==> config.mk <==
export PLATFORM = sky130hd
export DESIGN_NAME = ack_bitmap_retransmit_tracker_unit_flat
export DESIGN_NICKNAME = d
export VERILOG_FILES = /design/src/rtl/abrt_pkg.sv /design/src/rtl/abrt_ifs.sv /design/src/rtl/ack_bitmap_retransmit_tracker_unit.sv /design/src/rtl/abrt_map.sv /design/src/rtl/abrt_seq.sv /design/src/flat_wrapper.sv
export SDC_FILE = /design/constraint.sdc
export NUM_CORES = 1
export LEC_CHECK = 0
export ABC_AREA = 1
export BUFFER_PORTS_ARGS = -buffer_cell sky130_fd_sc_hd__buf_2
export CELL_PAD_IN_SITES_DETAIL_PLACEMENT = 0
export CELL_PAD_IN_SITES_GLOBAL_PLACEMENT = 1
export CORE_AREA = 2 2 124 246
export CTS_CLUSTER_DIAMETER = 40
export DETAILED_ROUTE_END_ITERATION = 8
export DIE_AREA = 0 0 126 248
export MAX_ROUTING_LAYER = met4
export PLACE_DENSITY = 0.81
export REMOVE_ABC_BUFFERS = 1
export SYNTH_ARGS = -nofsm -noshare
export SYNTH_HDL_FRONTEND = slang
export SYNTH_SLANG_ARGS = --single-unit
export TNS_END_PERCENT = 100
==> constraint.sdc <==
create_clock -name clk -period 3.8 [get_ports clk]
set_input_delay 0.57 -clock clk [delete_from_list [all_inputs] [get_ports clk]]
set_output_delay 0.57 -clock clk [all_outputs]
set_load 0.005 [all_outputs]
==> src/rtl/abrt_pkg.sv <==
// ----------------------------------------------------------------------------
// abrt_pkg
// shared widths, codes and types of the ack bitmap retransmit tracker
// ----------------------------------------------------------------------------
package abrt_pkg;

	localparam int MAX_PACKETS_DEF = 64;
	localparam int CHUNK_BYTES_DEF = 1024;

	localparam int TOTAL_W    = 7;
	localparam int TAIL_W     = 10;
	localparam int INTERVAL_W = 16;
	localparam int CFG_IDX_W  = 2;
	localparam int CFG_DATA_W = 16;
	localparam int OP_W       = 2;
	localparam int ACK_W      = 8;
	localparam int PNUM_W     = 6;
	localparam int OFFSET_W   = 16;
	localparam int CHUNK_W    = 11;
	localparam int ROUND_W    = 16;

	localparam logic [TOTAL_W-1:0]    TOTAL_RESET    = 7'd1;
	localparam logic [TAIL_W-1:0]     TAIL_RESET     = 10'd0;
	localparam logic [INTERVAL_W-1:0] INTERVAL_RESET = 16'd1000;

	localparam logic [OP_W-1:0] OP_START = 2'd0;
	localparam logic [OP_W-1:0] OP_ACK   = 2'd1;
	localparam logic [OP_W-1:0] OP_TICK  = 2'd2;

	localparam logic [CFG_IDX_W-1:0] CFG_TOTAL    = 2'd0;
	localparam logic [CFG_IDX_W-1:0] CFG_TAIL     = 2'd1;
	localparam logic [CFG_IDX_W-1:0] CFG_INTERVAL = 2'd2;

	localparam logic KIND_PACKET = 1'b0;
	localparam logic KIND_STATUS = 1'b1;

	typedef enum logic [1:0] {
		ST_IDLE,
		ST_SCAN,
		ST_REPORT
	} state_t;

	typedef struct packed {
		logic              clear;
		logic              set_all;
		logic              set_one;
		logic [PNUM_W-1:0] idx;
		logic [PNUM_W-1:0] pos;
	} map_cmd_t;

	typedef struct packed {
		logic all_done;
		logic pos_acked;
		logic more_after;
	} map_stat_t;

endpackage

==> src/rtl/abrt_ifs.sv <==
// ----------------------------------------------------------------------------
// abrt_ifs
// valid/ready channels for command items and result items
// ----------------------------------------------------------------------------
interface abrt_cmd_if;
	logic                             valid;
	logic                             ready;
	logic [abrt_pkg::OP_W-1:0]        op;
	logic signed [abrt_pkg::ACK_W-1:0] ack_number;

	modport source (output valid, op, ack_number, input ready);
	modport sink   (input valid, op, ack_number, output ready);
endinterface

interface abrt_res_if;
	logic                             valid;
	logic                             ready;
	logic                             kind;
	logic [abrt_pkg::PNUM_W-1:0]      packet_number;
	logic [abrt_pkg::OFFSET_W-1:0]    byte_offset;
	logic [abrt_pkg::CHUNK_W-1:0]     chunk_bytes;
	logic                             is_resend;
	logic                             all_acked;
	logic                             ack_error;
	logic [abrt_pkg::ROUND_W-1:0]     rounds_done;
	logic                             last;

	modport source (output valid, kind, packet_number, byte_offset, chunk_bytes, is_resend,
		all_acked, ack_error, rounds_done, last, input ready);
	modport sink   (input valid, kind, packet_number, byte_offset, chunk_bytes, is_resend,
		all_acked, ack_error, rounds_done, last, output ready);
endinterface

==> src/rtl/ack_bitmap_retransmit_tracker_unit.sv <==
// ----------------------------------------------------------------------------
// ack_bitmap_retransmit_tracker_unit
// selective repeat sender tracker: config registers, ack map and scan sequencer
// ----------------------------------------------------------------------------
// start: accept, then one packet per cycle over n packets while result items are taken
// ack: map update at accept, status report from the report state once the slot is free
// tick: counts down the timer; expiring with every packet acked, it reports like an ack;
//   with missing packets it scans n positions, one per cycle; resends wait for a free slot
// a held result item stalls both the packet scan and the status report
// reset: async, clears the ack map, timer, round count and config to defaults
module ack_bitmap_retransmit_tracker_unit #(
	parameter int MAX_PACKETS = abrt_pkg::MAX_PACKETS_DEF,
	parameter int CHUNK_BYTES = abrt_pkg::CHUNK_BYTES_DEF
) (
	input  logic                            clk,
	input  logic                            arst_n,
	input  logic                            cfg_we,
	input  logic [abrt_pkg::CFG_IDX_W-1:0]  cfg_index,
	input  logic [abrt_pkg::CFG_DATA_W-1:0] cfg_data,
	abrt_cmd_if.sink                        cmd,
	abrt_res_if.source                      result
);

	logic [abrt_pkg::TOTAL_W-1:0]    total_q;
	logic [abrt_pkg::TAIL_W-1:0]     tail_q;
	logic [abrt_pkg::INTERVAL_W-1:0] interval_q;
	logic [abrt_pkg::TOTAL_W-1:0]    n_eff;

	abrt_pkg::map_cmd_t  mcmd;
	abrt_pkg::map_stat_t mstat;

	always_ff @(posedge clk or negedge arst_n) begin
		if (!arst_n) begin
			total_q    <= abrt_pkg::TOTAL_RESET;
			tail_q     <= abrt_pkg::TAIL_RESET;
			interval_q <= abrt_pkg::INTERVAL_RESET;
		end else if (cfg_we) begin
			case (cfg_index)
				abrt_pkg::CFG_TOTAL:    total_q    <= cfg_data[abrt_pkg::TOTAL_W-1:0];
				abrt_pkg::CFG_TAIL:     tail_q     <= cfg_data[abrt_pkg::TAIL_W-1:0];
				abrt_pkg::CFG_INTERVAL: interval_q <= cfg_data[abrt_pkg::INTERVAL_W-1:0];
				default: ;
			endcase
		end
	end

	// clamp packet count into 1..MAX_PACKETS
	always_comb begin
		if (total_q == '0) begin
			n_eff = abrt_pkg::TOTAL_W'(1);
		end else if (total_q > abrt_pkg::TOTAL_W'(MAX_PACKETS)) begin
			n_eff = abrt_pkg::TOTAL_W'(MAX_PACKETS);
		end else begin
			n_eff = total_q;
		end
	end

	abrt_map #(
		.MAX_PACKETS(MAX_PACKETS)
	) u_map (
		.clk    (clk),
		.arst_n (arst_n),
		.n      (n_eff),
		.cmd    (mcmd),
		.stat   (mstat)
	);

	abrt_seq #(
		.MAX_PACKETS(MAX_PACKETS),
		.CHUNK_BYTES(CHUNK_BYTES)
	) u_seq (
		.clk      (clk),
		.arst_n   (arst_n),
		.cmd      (cmd),
		.result   (result),
		.n        (n_eff),
		.tail     (tail_q),
		.interval (interval_q),
		.mcmd     (mcmd),
		.mstat    (mstat)
	);

	a_start_blocks: assert property (@(posedge clk) disable iff (!arst_n)
		(cmd.valid && cmd.ready && cmd.op == abrt_pkg::OP_START) |=> !cmd.ready)
		else $error("start item did not begin a send scan");

	a_status_last: assert property (@(posedge clk) disable iff (!arst_n)
		(result.valid && result.kind == abrt_pkg::KIND_STATUS) |-> result.last)
		else $error("status report not marked last");

	a_pkt_in_range: assert property (@(posedge clk) disable iff (!arst_n)
		(result.valid && result.kind == abrt_pkg::KIND_PACKET)
			|-> (abrt_pkg::TOTAL_W'(result.packet_number) < n_eff))
		else $error("packet number beyond message length");

endmodule

==> src/rtl/abrt_map.sv <==
// ----------------------------------------------------------------------------
// abrt_map
// acknowledge bitmap with done check and scan lookahead
// ----------------------------------------------------------------------------
module abrt_map #(
	parameter int MAX_PACKETS = abrt_pkg::MAX_PACKETS_DEF
) (
	input  logic                           clk,
	input  logic                           arst_n,
	input  logic [abrt_pkg::TOTAL_W-1:0]   n,
	input  abrt_pkg::map_cmd_t             cmd,
	output abrt_pkg::map_stat_t            stat
);

	localparam int PW = (MAX_PACKETS > 1) ? $clog2(MAX_PACKETS) : 1;

	logic [MAX_PACKETS-1:0] map_q;
	logic [MAX_PACKETS-1:0] mask;
	logic [MAX_PACKETS-1:0] above;

	always_comb begin
		for (int i = 0; i < MAX_PACKETS; i++) begin
			mask[i]  = abrt_pkg::TOTAL_W'(i) < n;
			above[i] = abrt_pkg::TOTAL_W'(i) > abrt_pkg::TOTAL_W'(cmd.pos);
		end
	end

	always_comb begin
		stat.all_done   = &(map_q | ~mask);
		stat.pos_acked  = map_q[cmd.pos[PW-1:0]];
		stat.more_after = |(~map_q & mask & above);
	end

	always_ff @(posedge clk or negedge arst_n) begin
		if (!arst_n) begin
			map_q <= '0;
		end else if (cmd.clear) begin
			map_q <= '0;
		end else if (cmd.set_all) begin
			map_q <= map_q | mask;
		end else if (cmd.set_one) begin
			map_q[cmd.idx[PW-1:0]] <= 1'b1;
		end
	end

endmodule

==> src/rtl/abrt_seq.sv <==
// ----------------------------------------------------------------------------
// abrt_seq
// command decode, scan sequencer, resend timer and result register
// ----------------------------------------------------------------------------
module abrt_seq #(
	parameter int MAX_PACKETS = abrt_pkg::MAX_PACKETS_DEF,
	parameter int CHUNK_BYTES = abrt_pkg::CHUNK_BYTES_DEF
) (
	input  logic                            clk,
	input  logic                            arst_n,
	abrt_cmd_if.sink                        cmd,
	abrt_res_if.source                      result,
	input  logic [abrt_pkg::TOTAL_W-1:0]    n,
	input  logic [abrt_pkg::TAIL_W-1:0]     tail,
	input  logic [abrt_pkg::INTERVAL_W-1:0] interval,
	output abrt_pkg::map_cmd_t              mcmd,
	input  abrt_pkg::map_stat_t             mstat
);

	localparam int PW = (MAX_PACKETS > 1) ? $clog2(MAX_PACKETS) : 1;
	localparam logic [abrt_pkg::OFFSET_W-1:0] CHUNK_LO = abrt_pkg::OFFSET_W'(CHUNK_BYTES);
	localparam logic [abrt_pkg::CHUNK_W-1:0]  CHUNK_LEN = abrt_pkg::CHUNK_W'(CHUNK_BYTES);

	abrt_pkg::state_t state_q, state_d;

	logic [PW-1:0]                     pos_q;
	logic                              resend_q;
	logic                              err_q;
	logic [abrt_pkg::INTERVAL_W-1:0]   interval_q;
	logic [abrt_pkg::ROUND_W-1:0]      round_q;
	logic                              out_valid_q;

	logic                              accept, is_start, is_ack, is_tick;
	logic                              ack_all, ack_err;
	logic                              tick_live, tick_expire, tick_report, tick_round;
	logic                              slot_free, pos_last, skip, step;
	logic                              emit_pkt, emit_rep;
	logic [abrt_pkg::INTERVAL_W-1:0]   load_val;
	logic [abrt_pkg::OFFSET_W-1:0]     offset;
	logic [abrt_pkg::CHUNK_W-1:0]      len;

	assign slot_free = !out_valid_q || result.ready;
	assign pos_last  = abrt_pkg::TOTAL_W'(pos_q) == (n - abrt_pkg::TOTAL_W'(1));
	assign load_val  = (interval == '0) ? abrt_pkg::INTERVAL_W'(1) : interval;
	assign offset    = abrt_pkg::OFFSET_W'(pos_q) * CHUNK_LO;
	assign len       = (pos_last && tail != '0) ? abrt_pkg::CHUNK_W'(tail) : CHUNK_LEN;

	// next state
	always_comb begin
		state_d = state_q;
		case (state_q)
			abrt_pkg::ST_IDLE: begin
				if (is_start || tick_round) begin
					state_d = abrt_pkg::ST_SCAN;
				end else if (is_ack || tick_report) begin
					state_d = abrt_pkg::ST_REPORT;
				end
			end
			abrt_pkg::ST_SCAN: begin
				if (step && pos_last) begin
					state_d = abrt_pkg::ST_IDLE;
				end
			end
			abrt_pkg::ST_REPORT: begin
				if (slot_free) begin
					state_d = abrt_pkg::ST_IDLE;
				end
			end
			default: state_d = abrt_pkg::ST_IDLE;
		endcase
	end

	// outputs and decode
	always_comb begin
		cmd.ready   = (state_q == abrt_pkg::ST_IDLE);
		accept      = cmd.valid && cmd.ready;
		is_start    = accept && (cmd.op == abrt_pkg::OP_START);
		is_ack      = accept && (cmd.op == abrt_pkg::OP_ACK);
		is_tick     = accept && (cmd.op == abrt_pkg::OP_TICK);
		ack_all     = cmd.ack_number[abrt_pkg::ACK_W-1];
		ack_err     = !ack_all && (abrt_pkg::TOTAL_W'(cmd.ack_number[abrt_pkg::ACK_W-2:0]) >= n);
		tick_live   = is_tick && (interval_q != '0);
		tick_expire = tick_live && (interval_q == abrt_pkg::INTERVAL_W'(1));
		tick_report = tick_expire && mstat.all_done;
		tick_round  = tick_expire && !mstat.all_done;

		mcmd.clear   = is_start;
		mcmd.set_all = is_ack && ack_all;
		mcmd.set_one = is_ack && !ack_all && !ack_err;
		mcmd.idx     = cmd.ack_number[abrt_pkg::PNUM_W-1:0];
		mcmd.pos     = abrt_pkg::PNUM_W'(pos_q);

		skip     = resend_q && mstat.pos_acked;
		step     = (state_q == abrt_pkg::ST_SCAN) && (skip || slot_free);
		emit_pkt = (state_q == abrt_pkg::ST_SCAN) && !skip && slot_free;
		emit_rep = (state_q == abrt_pkg::ST_REPORT) && slot_free;
	end

	always_ff @(posedge clk or negedge arst_n) begin
		if (!arst_n) begin
			state_q     <= abrt_pkg::ST_IDLE;
			pos_q       <= '0;
			resend_q    <= 1'b0;
			err_q       <= 1'b0;
			interval_q  <= '0;
			round_q     <= '0;
			out_valid_q <= 1'b0;
		end else begin
			state_q <= state_d;
			if (is_start) begin
				round_q    <= '0;
				interval_q <= load_val;
				resend_q   <= 1'b0;
				pos_q      <= '0;
			end
			if (is_ack) begin
				err_q <= ack_err;
			end
			if (tick_live) begin
				err_q <= 1'b0;
				if (tick_round) begin
					interval_q <= load_val;
					resend_q   <= 1'b1;
					pos_q      <= '0;
					if (round_q != '1) begin
						round_q <= round_q + abrt_pkg::ROUND_W'(1);
					end
				end else begin
					interval_q <= interval_q - abrt_pkg::INTERVAL_W'(1);
				end
			end
			if (step) begin
				pos_q <= pos_last ? '0 : pos_q + PW'(1);
			end
			if (emit_pkt || emit_rep) begin
				out_valid_q <= 1'b1;
			end else if (result.ready) begin
				out_valid_q <= 1'b0;
			end
		end
	end

	// result payload
	always_ff @(posedge clk) begin
		if (emit_pkt) begin
			result.kind          <= abrt_pkg::KIND_PACKET;
			result.packet_number <= abrt_pkg::PNUM_W'(pos_q);
			result.byte_offset   <= offset;
			result.chunk_bytes   <= len;
			result.is_resend     <= resend_q;
			result.all_acked     <= mstat.all_done;
			result.ack_error     <= 1'b0;
			result.rounds_done   <= round_q;
			result.last          <= resend_q ? !mstat.more_after : pos_last;
		end else if (emit_rep) begin
			result.kind          <= abrt_pkg::KIND_STATUS;
			result.packet_number <= '0;
			result.byte_offset   <= '0;
			result.chunk_bytes   <= '0;
			result.is_resend     <= 1'b0;
			result.all_acked     <= mstat.all_done;
			result.ack_error     <= err_q;
			result.rounds_done   <= round_q;
			result.last          <= 1'b1;
		end
	end

	assign result.valid = out_valid_q;

endmodule
==> src/flat_wrapper.sv <==
// flat-port wrapper written by rule: the top's interface ports become plain ports
module ack_bitmap_retransmit_tracker_unit_flat 
#(
	parameter int MAX_PACKETS = abrt_pkg::MAX_PACKETS_DEF,
	parameter int CHUNK_BYTES = abrt_pkg::CHUNK_BYTES_DEF
)
  (clk, arst_n, cfg_we, cfg_index, cfg_data, cmd_valid, cmd_op, cmd_ack_number, cmd_ready, result_valid, result_kind, result_packet_number, result_byte_offset, result_chunk_bytes, result_is_resend, result_all_acked, result_ack_error, result_rounds_done, result_last, result_ready);
  abrt_cmd_if cmd_i ();
  abrt_res_if result_i ();
  input  logic clk;
  input  logic arst_n;
  input  logic cfg_we;
  input  logic [abrt_pkg::CFG_IDX_W-1:0] cfg_index;
  input  logic [abrt_pkg::CFG_DATA_W-1:0] cfg_data;
  input wire logic [$bits(cmd_i.valid)-1:0] cmd_valid;
  input wire logic [$bits(cmd_i.op)-1:0] cmd_op;
  input wire logic [$bits(cmd_i.ack_number)-1:0] cmd_ack_number;
  output wire logic [$bits(cmd_i.ready)-1:0] cmd_ready;
  output wire logic [$bits(result_i.valid)-1:0] result_valid;
  output wire logic [$bits(result_i.kind)-1:0] result_kind;
  output wire logic [$bits(result_i.packet_number)-1:0] result_packet_number;
  output wire logic [$bits(result_i.byte_offset)-1:0] result_byte_offset;
  output wire logic [$bits(result_i.chunk_bytes)-1:0] result_chunk_bytes;
  output wire logic [$bits(result_i.is_resend)-1:0] result_is_resend;
  output wire logic [$bits(result_i.all_acked)-1:0] result_all_acked;
  output wire logic [$bits(result_i.ack_error)-1:0] result_ack_error;
  output wire logic [$bits(result_i.rounds_done)-1:0] result_rounds_done;
  output wire logic [$bits(result_i.last)-1:0] result_last;
  input wire logic [$bits(result_i.ready)-1:0] result_ready;
  assign cmd_i.valid = cmd_valid;
  assign cmd_i.op = cmd_op;
  assign cmd_i.ack_number = cmd_ack_number;
  assign cmd_ready = cmd_i.ready;
  assign result_valid = result_i.valid;
  assign result_kind = result_i.kind;
  assign result_packet_number = result_i.packet_number;
  assign result_byte_offset = result_i.byte_offset;
  assign result_chunk_bytes = result_i.chunk_bytes;
  assign result_is_resend = result_i.is_resend;
  assign result_all_acked = result_i.all_acked;
  assign result_ack_error = result_i.ack_error;
  assign result_rounds_done = result_i.rounds_done;
  assign result_last = result_i.last;
  assign result_i.ready = result_ready;
  ack_bitmap_retransmit_tracker_unit #(.MAX_PACKETS(MAX_PACKETS), .CHUNK_BYTES(CHUNK_BYTES)) u_core (.clk(clk), .arst_n(arst_n), .cfg_we(cfg_we), .cfg_index(cfg_index), .cfg_data(cfg_data), .cmd(cmd_i), .result(result_i));
endmodule
==> flow_summary.yaml <==
clocking:
  cts.sinks: 178
  cts-root-buf: "clkbuf_16"
  max-clock-path-buffers: 2
  cts_resized: 0
  cts_tree: "yes"
  htree_num_levels: 4
  cts-buffers-inserted: 17
  postCtsSetupBuffers: 0
  ctsHoldBuffers: 0
  worstSkewPairLatency_ns: 0.46
  cts.clk_slew.worst_paths_ns: 0.08
sta:
  period_share: 0.906
  finalCriticalPeriod_ns: 3.44
  drv_slew: 0
  slew_headroom: 0.306
  rsz0062_at_grt: "no"
  setup-tns-final_ns: 0
  holdWs_ns: 0.176
  hold_viol_final: 0
  tightest_slew_ns: 1.04
  fin_skew_ns: 0.0146
  fmax_mhz: 290
  setup_viol: 0
  worst_slack_ns: 0.357
critical_path:
  start_kind: "register"
  crit_arrival_ns: 3.83
  critPathMaxFanout: 49
  rr_worst_depth: 18
  crit_type: "reg2reg"
  critPathRequiredTime_ns: 4.19
  setup.worst_path.end_class: "register"
floorplanning:
  core-area_um2: 29400
  start_util: 0.395
  io_pins: 89
  dieHeight_um: 248
  fp.dieArea_um2: 31200
  rows: 89
  die_w_um: 126
power_and_ir_drop:
  total_power_mw: 9.05
  power_frac_comb: 0.464
  clkPwrFrac: 0.207
  swShare: 0.471
  seq_power_share: 0.329
  p_leak_nw: 6.18
  power.switching_mw: 4.27
  internal_power_mw: 4.78
  p_per_area_nw_per_um2: 678
  peakVddDrop_mv: 0.378
cells_and_area:
  nets: 1773
  stdcell_count: 2104
  layout-drive-gt1-share: 0.139
  final_area_um2: 13400
  area_delta_synth_final_pct: 15.1
  fin_util: 0.454
route:
  firstDrtPassIters: 9
  wl_um: 54200
  drtAntennaViolNets: 0
  vias: 12100
  drt_iter0_markers: 847
  wl_met3_um: 2440
  detail_route.drc_violations: 0
  wl_met1_um: 17400
  vias_per_cell: 5.74
  dr_wl_met2_um: 28200
  top_layer_used: "met4"
  wl_per_cell_um: 25.8
synthesis:
  syn_area_per_cell_um2: 7.15
  synth_flop_cell: "dfrtp_1"
  netlist_area_um2: 11600
  yosysWarnings: 0
  syn_inst: 1623
  synth_cell_types: 50
  async_reset_ff_frac: 0.787
  synth_seq_cells: 178
  synth_edf_count: 36
  yosysSeqAreaShare: 0.399
placement:
  dp_hpwl_um: 42200
  place_area_um2: 12700
  dp_cells: 2070
  place_congestion: 1.04
  dp_slack_ns: 0.396
  io_buffers: 78
status:
  status: "completed"
global_route:
  gr-total-overflow: 0
  antenna_found_initial: 2
  grt_pass1_wl_um: 78800
  grtUsageTotal: 0.358
  grt_pass1_vias: 12400
  grt_max_degree: 88
min_path:
  hold_path.class: "in2async"
run:
  maxCapViolations: 0
critical path, cell delays in order (launching register included):
cell      delay [ns]
dfrtp_1         0.52
buf_4           0.23
nor2_8          0.16
inv_4           0.09
nor2_8          0.18
nand2_4         0.13
nand2_4         0.13
ha_1            0.17
o21ai_0         0.09
a21oi_1         0.13
nor2_1          0.04
o21ai_0         0.13
nand2_1         0.06
nand2_1         0.06
nand3_1         0.23
nand2_1         0.21
buf_12          0.28
o311ai_0        0.29
a21oi_1         0.19
layer usage:
metal	global-route usage	vias to the layer above
met5	-	-
met4	0.330	0
met3	0.0541	244
met2	0.632	502
met1	0.325	5727
li1	-	5611
worst paths after layout:
check | startpoint | to | slack [ns]
worst max-delay path | u_core.total_q[6] | u_core.u_map.map_q[6] | 0.36
worst min-delay path | arst_n | u_core.tail_q[0] | 0.18
worst max register to register | u_core.total_q[6] | u_core.u_map.map_q[6] | 0.36
worst min register to register | u_core.u_seq.result.kind | u_core.u_seq.result.kind | 0.45
max in group asynchronous | arst_n | u_core.u_map.map_q[17] | 2.76
min in group clk | cfg_data[9] | u_core.interval_q[9] | 0.34
power by group through the flow:
stage               clock [mW]  combinational (mW)  sequential [mW]
floorplan                    0                2.05             2.96
global placement             0                4.11             2.99
detailed placement           0                4.11             3.00
CTS                       1.90                4.12             2.97
global route              1.96                4.49             3.03
finish                    1.87                4.20             2.98
registers in the layout, indices dropped and copies added (netlist names):
name / flops
u_core.tail_q: 10
u_core.u_seq.state_q: 2
u_core.u_seq.pos_q: 6
u_core.u_seq.result.all_acked: 1
u_core.u_seq.result.ack_error: 1
u_core.u_seq.round_q: 16
u_core.u_seq.result.chunk_bytes: 11
u_core.u_seq.result.packet_number: 6
u_core.u_seq.result.valid: 1
u_core.u_seq.interval_q: 16
u_core.u_seq.result.rounds_done: 16
u_core.u_seq.err_q: 1
u_core.interval_q: 16
u_core.u_seq.result.is_resend: 1
u_core.u_map.map_q: 64
u_core.u_seq.resend_q: 1
u_core.u_seq.result.kind: 1
u_core.total_q: 7
u_core.u_seq.result.last: 1
cell families (layout without fill, tap and decap cells):
kind of cell,count (synthesis),after routing,share of synthesized area
simple gates,715,715,0.272
compound gates,384,384,0.185
buf+inv,307,413,0.110
flops,178,178,0.399
xor+xnor,22,22,0.0166
fa+ha+maj,15,15,0.0162
other cells,1,12,0.000323
mux,1,1,0.000862
cells in the mapped netlist, types with 2 or more instances:
cell type / n / area [um^2]
o2111ai_1: 11 / 96.3
o311ai_0: 3 / 26.3
inv_1: 213 / 800
o221ai_1: 2 / 17.5
nand2_1: 345 / 1290
buf_2: 8 / 40.0
buf_4: 20 / 150
ha_1: 15 / 188
inv_2: 8 / 30.0
nand2_2: 5 / 31.3
nand4_1: 37 / 231
nor4_1: 11 / 68.8
o21ai_1: 5 / 25.0
nor2_1: 136 / 510
inv_4: 2 / 12.5
clkbuf_1: 38 / 143
nand3b_1: 3 / 22.5
nand3_1: 121 / 606
nor2_4: 2 / 22.5
nand2_4: 4 / 45.0
o31ai_1: 9 / 67.6
edfxtp_1: 36 / 1080
xnor2_1: 9 / 78.8
dfrtp_1: 133 / 3330
buf_6: 5 / 56.3
o22ai_1: 11 / 68.8
clkinv_1: 3 / 11.3
or2_2: 2 / 12.5
nor2_8: 3 / 60.1
a21oi_1: 122 / 611
nor3_1: 29 / 145
buf_1: 10 / 37.5
dfxtp_1: 2 / 40.0
a31oi_1: 20 / 125
nor2_2: 15 / 93.8
o21ai_0: 166 / 831
o211ai_1: 26 / 195
dfstp_2: 7 / 184
xor2_1: 13 / 114
a211oi_1: 2 / 15.0
a311oi_1: 2 / 17.5
cell usage in the layout (no fill, tap or decap), drive strengths merged, types with 27 or more instances in the layout:
| master | count |
|---|---|
| nand2 | 354 |
| inv | 230 |
| o21ai | 172 |
| nor2 | 156 |
| buf | 155 |
| dfrtp | 133 |
| a21oi | 123 |
| nand3 | 121 |
| nand4 | 37 |
| edfxtp | 36 |
| nor3 | 29 |
| o211ai | 27 |
layout make-up:
type	count	area (um^2)
timing repair buffer	155	1060
sequential	178	4630
multi-input combinational	1147	5740
fill	3194	16000
inverter	226	853
clock buffer	17	425
clock inverter	15	185
antenna	2	5.00
tap	364	455
Note: power is estimated with default switching activity, not from simulation.
